File: src/bffa_pkg.sv
`timescale 1ns / 1ps
`default_nettype none

package bffa_pkg;

  // default geometry of the bitmap
  localparam int BitmapBitsDef = 32768;
  localparam int WordWidthDef  = 32;

  // fixed field widths
  localparam int CmdW      = 2;
  localparam int WordIdxW  = 10;
  localparam int WordDataW = 32;
  localparam int TotalW    = 32;
  localparam int GroupW    = 16;
  localparam int IndexW    = 16;
  localparam int CfgDataW  = 16;

  // configuration register indexes
  localparam logic CfgMaxBits  = 1'b0;
  localparam logic CfgOneBased = 1'b1;

  // configuration reset values
  localparam logic [CfgDataW-1:0] MaxBitsReset = 16'd8192;

  // request commands
  typedef enum logic [CmdW-1:0] {
    CmdLoadWord   = 2'd0,
    CmdLoadCounts = 2'd1,
    CmdAlloc      = 2'd2,
    CmdNone       = 2'd3
  } cmd_e;

  // controller states
  typedef enum logic [1:0] {
    StIdle = 2'd0,
    StScan = 2'd1,
    StResp = 2'd2
  } state_e;

  // one result item
  typedef struct packed {
    logic              found;
    logic [IndexW-1:0] alloc_index;
    logic [TotalW-1:0] total_free;
    logic [GroupW-1:0] group_free;
  } res_t;

endpackage

`default_nettype wire

File: src/bffa_out_buf.sv
`timescale 1ns / 1ps
`default_nettype none

module bffa_out_buf (
  input  wire logic            clk_i,
  input  wire logic            rst_ni,
  input  wire logic            valid_i,
  output logic                 ready_o,
  input  wire bffa_pkg::res_t  data_i,
  output logic                 valid_o,
  input  wire logic            ready_i,
  output bffa_pkg::res_t       data_o
);

  logic           valid_q, valid_d;
  bffa_pkg::res_t data_q, data_d;

  // slot is free when empty or being drained this cycle
  assign ready_o = !valid_q || ready_i;

  always_comb begin
    valid_d = valid_q;
    data_d  = data_q;
    if (valid_i && ready_o) begin
      valid_d = 1'b1;
      data_d  = data_i;
    end else if (ready_i) begin
      valid_d = 1'b0;
    end
  end

  always_ff @(posedge clk_i or negedge rst_ni) begin
    if (!rst_ni) begin
      valid_q <= 1'b0;
    end else begin
      valid_q <= valid_d;
    end
  end

  always_ff @(posedge clk_i) begin
    data_q <= data_d;
  end

  assign valid_o = valid_q;
  assign data_o  = data_q;

endmodule

`default_nettype wire

File: config.mk
export PLATFORM = sky130hd
export DESIGN_NAME = bffa_out_buf
export DESIGN_NICKNAME = d
export VERILOG_FILES = /design/src/bffa_pkg.sv /design/src/bffa_out_buf.sv
export SDC_FILE = /design/constraint.sdc
export NUM_CORES = 1
export LEC_CHECK = 0
export BUFFER_PORTS_ARGS = -buffer_cell sky130_fd_sc_hd__buf_2
export CORE_MARGIN = 2
export CORE_UTILIZATION = 28
export CTS_CLUSTER_DIAMETER = 40
export CTS_CLUSTER_SIZE = 40
export DETAILED_ROUTE_END_ITERATION = 6
export PLACE_DENSITY = 0.66
export SLEW_MARGIN = 10
export SYNTH_ARGS = -nofsm -noshare
export SYNTH_HDL_FRONTEND = slang
export SYNTH_SLANG_ARGS = --single-unit
File: constraint.sdc
create_clock -name clk_i -period 3.9 [get_ports clk_i]
set_clock_uncertainty 0.1 [all_clocks]
set_input_delay 0.585 -clock clk_i [delete_from_list [all_inputs] [get_ports clk_i]]
set_output_delay 0.585 -clock clk_i [all_outputs]
set_load 0.02 [all_outputs]
==> metrics <==
Flop pwr share=58.6%; first-pass GRT wire length=5950 um; H-tree lvl count=3; crit path launch=valid_o$_DFFE_PN0P_; f_max=594 MHz; GRT Residual Overflow=0; final WL=4230 um; reg2reg start=valid_o$_DFFE_PN0P_; initial core utilization=29.2%; Async SR Flop Fraction=1.52%; final setup fails=0; Die Area=7860 um^2; PostCTS Resize Cnt=0; WL per Instance=13.2 um; Comb power frac=9.6%; drt initial violations=18; Port Buf Inserts=135; max cap viols=0; Synth Register Bits=66; leakage power=1.26 nW; vias in the first global route=1240; Synth Instances=69; Slew @ Worst Pin=0.823 ns; Die Ht=88.6 um; antenna violations before repair=6; Synth Flop Type=edfxtp_1; pwr dens=479 nW/um^2; nets@finish=285; Max FO, Critical Path=65; Syn Nets=138; pin count of the biggest net entering global routing=66; crit path setup slack, layout=2.22 ns; sequential area share after synthesis=98.6%; Clock Latency Late Sink=0.33 ns; CTS max path bufs=2; area leader, netlist=edfxtp_1; Worst-path clk slew=0.07 ns; switching share of power=22.7%; Hold Path Class=input pin to flip-flop; Placeable Area=6870 um^2; I/O pin total=136; R2R setup slack=2.22 ns; P_int=0.00110 W; die width=88.6 um; Net Sw Power=0.000323 W; most instantiated cells after synthesis=65 x edfxtp_1, 1 x and2_4, 1 x dfrtp_1, 1 x nand2b_1, 1 x nand2b_4; hold wc startpoint=data_i[1]; Slew HR=45.2%; antenna-violating nets left=0; RSZ-0062 raised after global routing=no; critical path class=flip-flop to flip-flop; CTS Sinks=66; Via density=3.89; Remaining DRCs=0; CTS tree=built; final slew viol count=0; Tcrit/Tclk final=43.2%; routability-driven placement congestion ratio=0.635; total track usage=10.7%; Synth area leaders=edfxtp_1 97%, dfrtp_1 1.2%, nand2b_4 0.69%, and2_4 0.44%, nand2b_1 0.31%; Post-Syn Area=2010 um^2; row count=30; Synth top area share=97.3%; average size of a mapped cell=29.1 um^2; maximum VDD drop=202 uV; Worst setup EP type=flip-flop; Final Critical Period=1.68 ns; CP startpoint kind=flip-flop; Area growth, synth to finish=48.3%; status=completed; dpl ws=1.90 ns; Netlist cell types=5; proportion of layout cells with a drive suffix above 1=67.7%; Synth Warn #=0; TritonCTS Buffers=9; clock power share=31.7%; Hold Fails Final Rpt=0; EDFF count, synth=65; clk root buf=clkbuf_8; Worst Path Required=3.75 ns; total negative slack=0 ns; routed via count=1246; Critical Path AT=1.53 ns; DRT Pass-1 Iters=4; top-count cell post-synth=edfxtp_1
==> through the flow <==
stage / utilization, % / instances / cell area [um^2] / hold WS, ns / total power [W]
2_1_floorplan: - / 69 / 2010 / 0.189 / 0.000918
3_3_place_gp: 40.8 / 300 / 2800 / 0.261 / 0.000987
3_5_place_dp: 40.8 / 300 / 2800 / 0.263 / 0.000992
4_1_cts: 43.2 / 316 / 2960 / 0.304 / 0.00145
5_1_grt: 43.2 / 318 / 2970 / 0.300 / 0.00149
6_report: 43.3 / 320 / 2970 / 0.329 / 0.00143
==> critical path, stage by stage, from the launching register on <==
cell and delay (ns):
dfrtp_1 0.41, nand2b_4 0.08, and2_4 0.69
==> cell usage in the layout, fill, tap and decap left out <==
| master | count |
|---|---|
| edfxtp_1 | 65 |
| dfrtp_1 | 1 |
| dlygate4sd3_1 | 1 |
| and2_4 | 1 |
| clkinv_2 | 2 |
| buf_2 | 135 |
| diode_2 | 4 |
| clkbuf_1 | 3 |
| clkbuf_8 | 9 |
| nand2b_1 | 1 |
| nand2b_4 | 1 |
| clkinvlp_4 | 1 |
==> power groups by stage <==
stage                     Clock [W]  Combinational (W)  Sequential [W]
after floorplan                   0          0.0000160        0.000902
after global placement            0           0.000137        0.000850
after detailed placement          0           0.000139        0.000852
after CTS                  0.000476           0.000140        0.000837
after global routing       0.000500           0.000149        0.000840
final                      0.000452           0.000138        0.000836
==> repair_timing <==
item / in CTS / in global routing
setup endpoints to repair: 0 / 0
hold buffers: 1 / 0
hold endpoints to repair: 1 / 0
setup buffers: 0 / 0
==> final cells by class <==
cell class                 instances  area (um^2)
clock inverter                     3         17.5
sequential                        66         1980
tap                               96          120
fill                             633         3890
timing repair buffer             136          686
multi-input combinational          3         28.8
antenna                            4         10.0
clock buffer                      12          135
==> kinds of logic after synthesis <==
kind of cell,count (synthesis),synth area share [%]
flip-flops,66,98.6
AND/OR/NAND/NOR,3,1.43
==> worst paths after layout <==
path | end | cells after the start
setup / recovery | data_o[36]$_DFFE_PP_ | 2
hold / removal | data_o[1]$_DFFE_PP_ | 1
setup reg to reg | data_o[36]$_DFFE_PP_ | 2
hold reg to reg | valid_o$_DFFE_PN0P_ | 2
max in group asynchronous | valid_o$_DFFE_PN0P_ | 2
min in group asynchronous | valid_o$_DFFE_PN0P_ | 2
==> per-layer routing <==
metal / global-route usage [%] / up-vias / wire length (um)
met5: 0 / - / 30
li1: - / 574 / -
met1: 12.3 / 567 / 1710
met3: 7.65 / 15 / 566
met4: 7.02 / 4 / 104
met2: 14.2 / 86 / 1820
==> flip-flops by register name (all words and copies together), names as in the netlist <==
| register | cells |
|---|---|
| data_o | 65 |
| valid_o | 1 |
Power figures use the tool's default switching activity.
