File: config.mk
export PLATFORM = sky130hd
export DESIGN_NAME = bffa_find
export DESIGN_NICKNAME = d
export VERILOG_FILES = /design/src/bffa_find.sv
export SDC_FILE = /design/constraint.sdc
export NUM_CORES = 1
export LEC_CHECK = 0
export BUFFER_PORTS_ARGS = -buffer_cell sky130_fd_sc_hd__clkbuf_2
export CAP_MARGIN = 20
export CORE_MARGIN = 2
export CORE_UTILIZATION = 45
export DETAILED_ROUTE_END_ITERATION = 12
export PLACE_DENSITY = 0.86
export RECOVER_POWER = 25
export SLEW_MARGIN = 25
export SYNTH_ARGS = -nofsm -noshare
export SYNTH_HDL_FRONTEND = slang
export SYNTH_SLANG_ARGS = --single-unit
export TNS_END_PERCENT = 100
File: constraint.sdc
create_clock -name vclk -period 5.5
set_input_delay 1.1 -clock vclk [all_inputs]
set_output_delay 1.1 -clock vclk [all_outputs]
set_load 0.01 [all_outputs]
File: src/bffa_find.sv
`timescale 1ns / 1ps
`default_nettype none

module bffa_find #(
  parameter int WordWidth = 32,
  parameter int BaseW     = 18,
  localparam int BitW = $clog2(WordWidth)
) (
  input  wire logic [WordWidth-1:0] word_i,
  input  wire logic [BaseW-1:0]     base_i,
  input  wire logic [BaseW-1:0]     limit_i,
  output logic                      hit_o,
  output logic      [BitW-1:0]      bit_o,
  output logic      [WordWidth-1:0] set_mask_o
);

  logic [BaseW-1:0]     rem;
  logic                 all_elig;
  logic [BitW-1:0]      shamt;
  logic [WordWidth-1:0] elig;
  logic [WordWidth-1:0] free;

  // bits of this word that still lie below the limit
  assign rem      = limit_i - base_i;
  assign all_elig = (32'(rem) >= WordWidth);
  assign shamt    = rem[BitW-1:0];

  always_comb begin
    for (int b = 0; b < WordWidth; b++) begin
      elig[b] = all_elig || (BitW'(b) < shamt);
    end
  end

  assign free = ~word_i & elig;

  // lowest free eligible bit
  always_comb begin
    bit_o = '0;
    for (int b = WordWidth - 1; b >= 0; b--) begin
      if (free[b]) begin
        bit_o = BitW'(b);
      end
    end
  end

  assign hit_o      = |free;
  assign set_mask_o = {{(WordWidth-1){1'b0}}, 1'b1} << bit_o;

endmodule

`default_nettype wire

==> results of run 1 <==
## stage by stage
step	util, %	std cells
after floorplan	-	409
after global placement	79.4	694
after detailed placement	79.4	694
after CTS	90.0	718
## per-layer routing
metal | global-route usage [%] | GRT overflow
met1 | 72.8 | 0
met2 | 89.5 | 3
met3 | 70.7 | 0
met5 | 43.3 | 0
met4 | 75.1 | 3
## logic make-up after synthesis
kind of cell | Yosys count
adder cells (fa/ha/maj) | 18
AND/OR/NAND/NOR | 174
XOR/XNOR | 8
multiplexers | 4
buffers and inverters | 52
AO/OA/AOI/OAI | 153
## what timing repair did
| action | CTS |
|---|---|
| endpoints found under the setup margin | 37 |
| resized for setup | 83 |
| gates cloned | 2 |
| setup buffers | 23 |
| pin swaps | 47 |
==> flow_metrics.env, run 1 <==
export IMPL_grt_use_total_pct=76.5
export IMPL_netlist_top_cells_count="nand2_1, a21oi_1, nor2_1"
export IMPL_placed_area_um2=4450
export IMPL_outcome="did not finish"
export IMPL_synthXorXnorAreaFrac_pct=2.64
export IMPL_synth_area_top_cells="ha_1, a21oi_1, nand2_1, nor3_1, nor2_1"
export IMPL_synth_compound_area_share_pct=41.9
export IMPL_yosysWarnings=0
export IMPL_syn_nets=495
export IMPL_rows=27
export IMPL_synth_top_family_by_area="compound AO/OA/AOI/OAI gates"
export IMPL_synthDistinctLibCells=77
export IMPL_lastStage="global routing (5_1_grt)"
export IMPL_grt_pass1_wl_um=36700
export IMPL_io_pins=106
export IMPL_syn_area_um2=2650
export IMPL_die_y_um=80.8
export IMPL_yosysSeqAreaShare_pct=0
export IMPL_grt_ovfl_total=6
export IMPL_pre_cts_ws_ns=-0.872
export IMPL_grt_pass1_vias=6167
export IMPL_synth_fa_ha_area_share_pct=8.78
export IMPL_dp_hpwl_um=9710
export IMPL_syn_area_per_cell_um2=6.48
export IMPL_synthSimpleGateAreaFrac_pct=36.3
export IMPL_error_line="[ERROR GRT-0116] Global routing finished with congestion. Check the congestion regions in the DRC Viewer."
export IMPL_port_buffers=106
export IMPL_grt_max_degree=17
export IMPL_initial_core_util_pct=47.3
export IMPL_routabilityCongestion=0.984
export IMPL_syn_inst=409
export IMPL_synth_most_common_cell="nand2_1"
export IMPL_synthMuxAreaShare_pct=1.51
export IMPL_synth_top_cell_area_share_pct=8.02
export IMPL_synth_area_leader_cell="ha_1"
export IMPL_die_w_um=80.8
export IMPL_ctsHoldBuffers=0
==> run 2: changes to the inputs <==
- CORE_UTILIZATION: 45 -> 30
- PLACE_DENSITY: 0.86 -> not set
- PLACE_DENSITY_LB_ADDON: not set -> 0.15
- clock period: 5.5 -> 7.2 ns (I/O delays scaled with it)
==> flow_metrics.env, run 2 <==
export IMPL_outcome="complete, no violations"
export IMPL_drv_cap=0
export IMPL_tightest_slew_ns=0.777
export IMPL_die_area_um2=9610
export IMPL_grt_max_degree=20
export IMPL_vias=3796
export IMPL_port_buffers=106
export IMPL_placed_area_um2=3820
export IMPL_fin_util_pct=49.1
export IMPL_drive_gt1_share_pct=44.2
export IMPL_rows=34
export IMPL_arrival_ns=5.60
export IMPL_fin_crit_ns=7.04
export IMPL_num_clock_buffers=0
export IMPL_syn_area_per_cell_um2=6.48
export IMPL_pwr_share_seq_pct=0
export IMPL_dr_pass1_iters=5
export IMPL_syn_area_um2=2650
export IMPL_required_ns=5.76
export IMPL_initial_core_util_pct=30.7
export IMPL_drt_first_iter_violations=208
export IMPL_die_y_um=98.0
export IMPL_synth_area_top_cells="ha_1, a21oi_1, nand2_1, nor3_1, nor2_1"
export IMPL_via_per_inst=5.47
export IMPL_grt_pass1_vias=3482
export IMPL_nFlopsAndLatches=0
export IMPL_routabilityCongestion=0.958
export IMPL_crit_fanout=8
export IMPL_min_path_type="in -> out"
export IMPL_p_int_w=0.000150
export IMPL_power_leakage_nw=2.00
export IMPL_combPwrFrac_pct=100.0
export IMPL_final_cell_mix="clkbuf_2, buf_4, nand2_1"
export IMPL_yosysSeqAreaShare_pct=0
export IMPL_syn2layout_area_growth_pct=59.8
export IMPL_syn_inst=409
export IMPL_stdcell_area_um2=4240
export IMPL_yosysWarnings=0
export IMPL_synth_top_cell_area_share_pct=8.02
export IMPL_seqCellArea_um2=0
export IMPL_clock_fmax_mhz=142
export IMPL_end_kind="output port"
export IMPL_post_route_period_util_pct=97.8
export IMPL_p_total_w=0.000337
export IMPL_die_w_um=98.0
export IMPL_drc=0
export IMPL_grt_ovfl_total=0
export IMPL_synth_area_leader_cell="ha_1"
export IMPL_maxSlewViolCount=0
export IMPL_ir_drop_mv=0.0678
export IMPL_stdcell_count=694
export IMPL_synth_most_common_cell="nand2_1"
export IMPL_power_frac_clock_pct=0
export IMPL_synthDistinctLibCells=77
export IMPL_antenna_found_initial=0
export IMPL_power_density_nw_per_um2=79.5
export IMPL_layout_commonest_cell="clkbuf_2"
export IMPL_switching_share_pct=55.5
export IMPL_io_pins=106
export IMPL_cp_start_kind="input port"
export IMPL_tns_ns=0
export IMPL_grt_pass1_wl_um=16700
export IMPL_grt_use_total_pct=20.3
export IMPL_nets=674
export IMPL_dp_hpwl_um=8620
export IMPL_slew_headroom_pct=47.8
export IMPL_antenna_left=0
export IMPL_power_switching_w=0.000187
export IMPL_dp_cells=680
export IMPL_core_um2=8640
export IMPL_antenna_cells=0
export IMPL_wl_per_cell_um=15.3
export IMPL_finalSetupViolations=0
export IMPL_worst_setup_path_type="in -> out"
export IMPL_drt_total_wl_um=10600
export IMPL_syn_nets=495
export IMPL_hold_viol_final=0
export IMPL_netlist_top_cells_count="nand2_1, a21oi_1, nor2_1"
[run 2: layout make-up]
| class | instances | area, um2 |
|---|---|---|
| fillers | 902 | 4400 |
| multi-input cells | 357 | 2680 |
| repair buffers | 198 | 1310 |
| well taps | 108 | 135 |
| inverters | 31 | 116 |
[run 2: kinds of logic (layout without fill, tap and decap cells)]
| family | Yosys count | in the layout | synth area share [%] |
|---|---|---|---|
| and+or+nand+nor | 174 | 174 | 36.3 |
| adders and majority gates | 18 | 18 | 8.78 |
| buffers and inverters | 52 | 229 | 8.82 |
| muxes | 4 | 4 | 1.51 |
| xor gates and xnor gates | 8 | 8 | 2.64 |
| AOI/OAI and AO/OA | 153 | 153 | 41.9 |
[run 2: path summary, 6_finish.rpt]
path	end	slack [ns]	startpoint	cells after the start
setup / recovery	set_mask_o[8]	0.16	base_i[5]	21
hold / removal	set_mask_o[1]	3.24	word_i[0]	4
[run 2: through the flow]
step | setup slack [ns] | hold WS (ns)
2_1_floorplan | 0.529 | 3.01
3_3_place_gp | 0.0370 | 3.22
3_5_place_dp | -0.0777 | 3.23
4_1_cts | 0.0673 | 3.22
5_1_grt | -0.108 | 3.28
6_report | 0.156 | 3.24
[run 2: repair_timing]
item	in CTS	in global routing
hold buffers	0	0
gates cloned	0	1
gates resized for setup	2	49
pin swaps	0	12
setup buffers	0	13
endpoints found under the setup margin	22	35
[run 2: power by group through the flow]
stage               combinational (W)  sequential, W  clock, W
global placement             0.000293              0         0
global route                 0.000372              0         0
CTS                          0.000294              0         0
detailed placement           0.000292              0         0
finish                       0.000337              0         0
floorplan                    0.000175              0         0
[run 2: per-layer routing]
layer  vias to the layer above  share of wire, %  global-route usage (%)
met1                      1769                47                    29.7
met2                       107                47                    33.6
met3                         6               4.9                    1.22
li1                       1914                 -                       -
met5                         -                 0                       0
met4                         0              0.67                    2.46
[run 2: critical path, stage by stage]
cell	delay, ns
clkbuf_2	0.08
inv_1	0.03
ha_1	0.39
o211ai_1	0.18
buf_4	0.17
a21oi_4	0.04
or3_4	0.37
a2111oi_4	0.29
a21oi_1	0.07
and4bb_4	0.39
buf_12	0.13
nand2_4	0.06
or4_1	0.50
and3_4	0.18
o211a_1	0.21
nand3b_4	0.16
a311oi_4	0.38
clkbuf_16	0.23
buf_4	0.10
nor3_1	0.04
buf_2	0.14
Power figures use the tool's default switching activity.
==> run 3: changes to the inputs <==
- TNS_END_PERCENT: 100 -> not set
- clock period: 7.2 -> 6.52 ns (I/O delays scaled with it)
==> flow_metrics.env, run 3 (synthesis gave the netlist of run 2 again) <==
export IMPL_ir_drop_mv=0.0657
export IMPL_antenna_left=0
export IMPL_arrival_ns=5.22
export IMPL_core_um2=8640
export IMPL_rsz0062_at_grt="yes"
export IMPL_clock_fmax_mhz=153
export IMPL_num_clock_buffers=0
export IMPL_dp_hpwl_um=8970
export IMPL_crit_fanout=5
export IMPL_grt_pass1_vias=4049
export IMPL_post_route_period_util_pct=100
export IMPL_grt_max_degree=17
export IMPL_maxSlewViolCount=0
export IMPL_vias=4125
export IMPL_grt_pass1_wl_um=19000
export IMPL_cp_start_kind="input port"
export IMPL_fin_crit_ns=6.52
export IMPL_outcome="finished with violations"
export IMPL_rows=34
export IMPL_grt_ovfl_total=0
export IMPL_finalSetupViolations=1
export IMPL_layout_commonest_cell="buf_4"
export IMPL_tightest_slew_ns=0.452
export IMPL_antenna_cells=0
export IMPL_slew_headroom_pct=69.9
export IMPL_fin_util_pct=63.3
export IMPL_drt_first_iter_violations=156
export IMPL_required_ns=5.22
export IMPL_ctsHoldBuffers=0
export IMPL_routabilityCongestion=0.980
export IMPL_dr_pass1_iters=4
export IMPL_power_leakage_nw=2.47
export IMPL_drc=0
export IMPL_drv_cap=0
export IMPL_wl_per_cell_um=15.8
export IMPL_drt_total_wl_um=12000
export IMPL_port_buffers=106
export IMPL_initial_core_util_pct=30.7
export IMPL_hold_viol_final=0
export IMPL_violations="negative setup slack"
export IMPL_drive_gt1_share_pct=62.2
export IMPL_min_path_type="in -> out"
export IMPL_worst_setup_path_type="in -> out"
export IMPL_io_pins=106
export IMPL_nFlopsAndLatches=0
export IMPL_final_cell_mix="buf_4, clkbuf_2, nand2_1"
export IMPL_antenna_found_initial=0
export IMPL_end_kind="output port"
export IMPL_setup_ws_ns=-0.00490
export IMPL_fillers=792
export IMPL_power_density_nw_per_um2=87.9
export IMPL_syn2layout_area_growth_pct=106
export IMPL_die_w_um=98.0
export IMPL_die_y_um=98.0
export IMPL_pre_cts_ws_ns=-0.487
export IMPL_seqCellArea_um2=0
export IMPL_nets=742
export IMPL_grt_use_total_pct=23.1
export IMPL_die_area_um2=9610
export IMPL_via_per_inst=5.41
export IMPL_tns_ns=-0.00490
run 3: repair_timing:
item	4_1_cts	5_1_grt
setup endpoints to repair	37	35
cloned	4	0
buffers inserted	25	7
gates resized for setup	94	131
pin swaps	38	52
run 3: power by group:
group | internal, W | switching (W)
Sequential | 0 | 0
Combinational | 0.000231 | 0.000250
Clock | 0 | 0
Total | 0.000231 | 0.000250
run 3: metrics by stage:
| step | total power (W) | area, um2 | hold slack (ns) | std cells |
|---|---|---|---|---|
| floorplan | 0.000194 | 2650 | 2.74 | 409 |
| global placement | 0.000356 | 4190 | 2.96 | 730 |
| detailed placement | 0.000355 | 4190 | 2.96 | 730 |
| CTS | 0.000430 | 4970 | 2.98 | 758 |
| global route | 0.000521 | 5470 | 3.08 | 762 |
| finish | 0.000481 | 5470 | 3.04 | 762 |
run 3: layer usage:
layer	share of wire (%)	track usage, %	up-vias
met5	0	0	-
met4	1.8	5.02	0
met3	5.0	1.86	14
met2	49	41.5	125
met1	44	30.2	1936
li1	-	-	2050
run 3: area by class of cell:
type | count | area, um2 | area share (%)
inverters | 31 | 126 | 2.31
well taps | 108 | 135 | 2.47
multi-input cells | 357 | 3220 | 58.9
repair buffers | 266 | 1990 | 36.3
run 3: path summary, 6_finish.rpt:
check / startpoint / endpoint / slack [ns] / cells past startpoint
min: word_i[0] / set_mask_o[1] / 3.04 / 4
max: base_i[6] / set_mask_o[15] / -0.005 / 23
run 3: worst max-delay path, stage by stage:
cell,delay [ns]
buf_6,0.07
inv_4,0.03
ha_4,0.28
a21oi_4,0.07
buf_6,0.12
buf_6,0.11
a21oi_4,0.16
o21ai_4,0.09
a32oi_4,0.31
o211ai_4,0.13
a2111oi_4,0.38
buf_4,0.19
buf_6,0.10
nand2_4,0.05
or4_4,0.41
and3_4,0.19
o211a_1,0.25
nand3b_4,0.17
a311oi_4,0.22
buf_4,0.18
buf_6,0.11
nor3b_2,0.15
buf_2,0.16
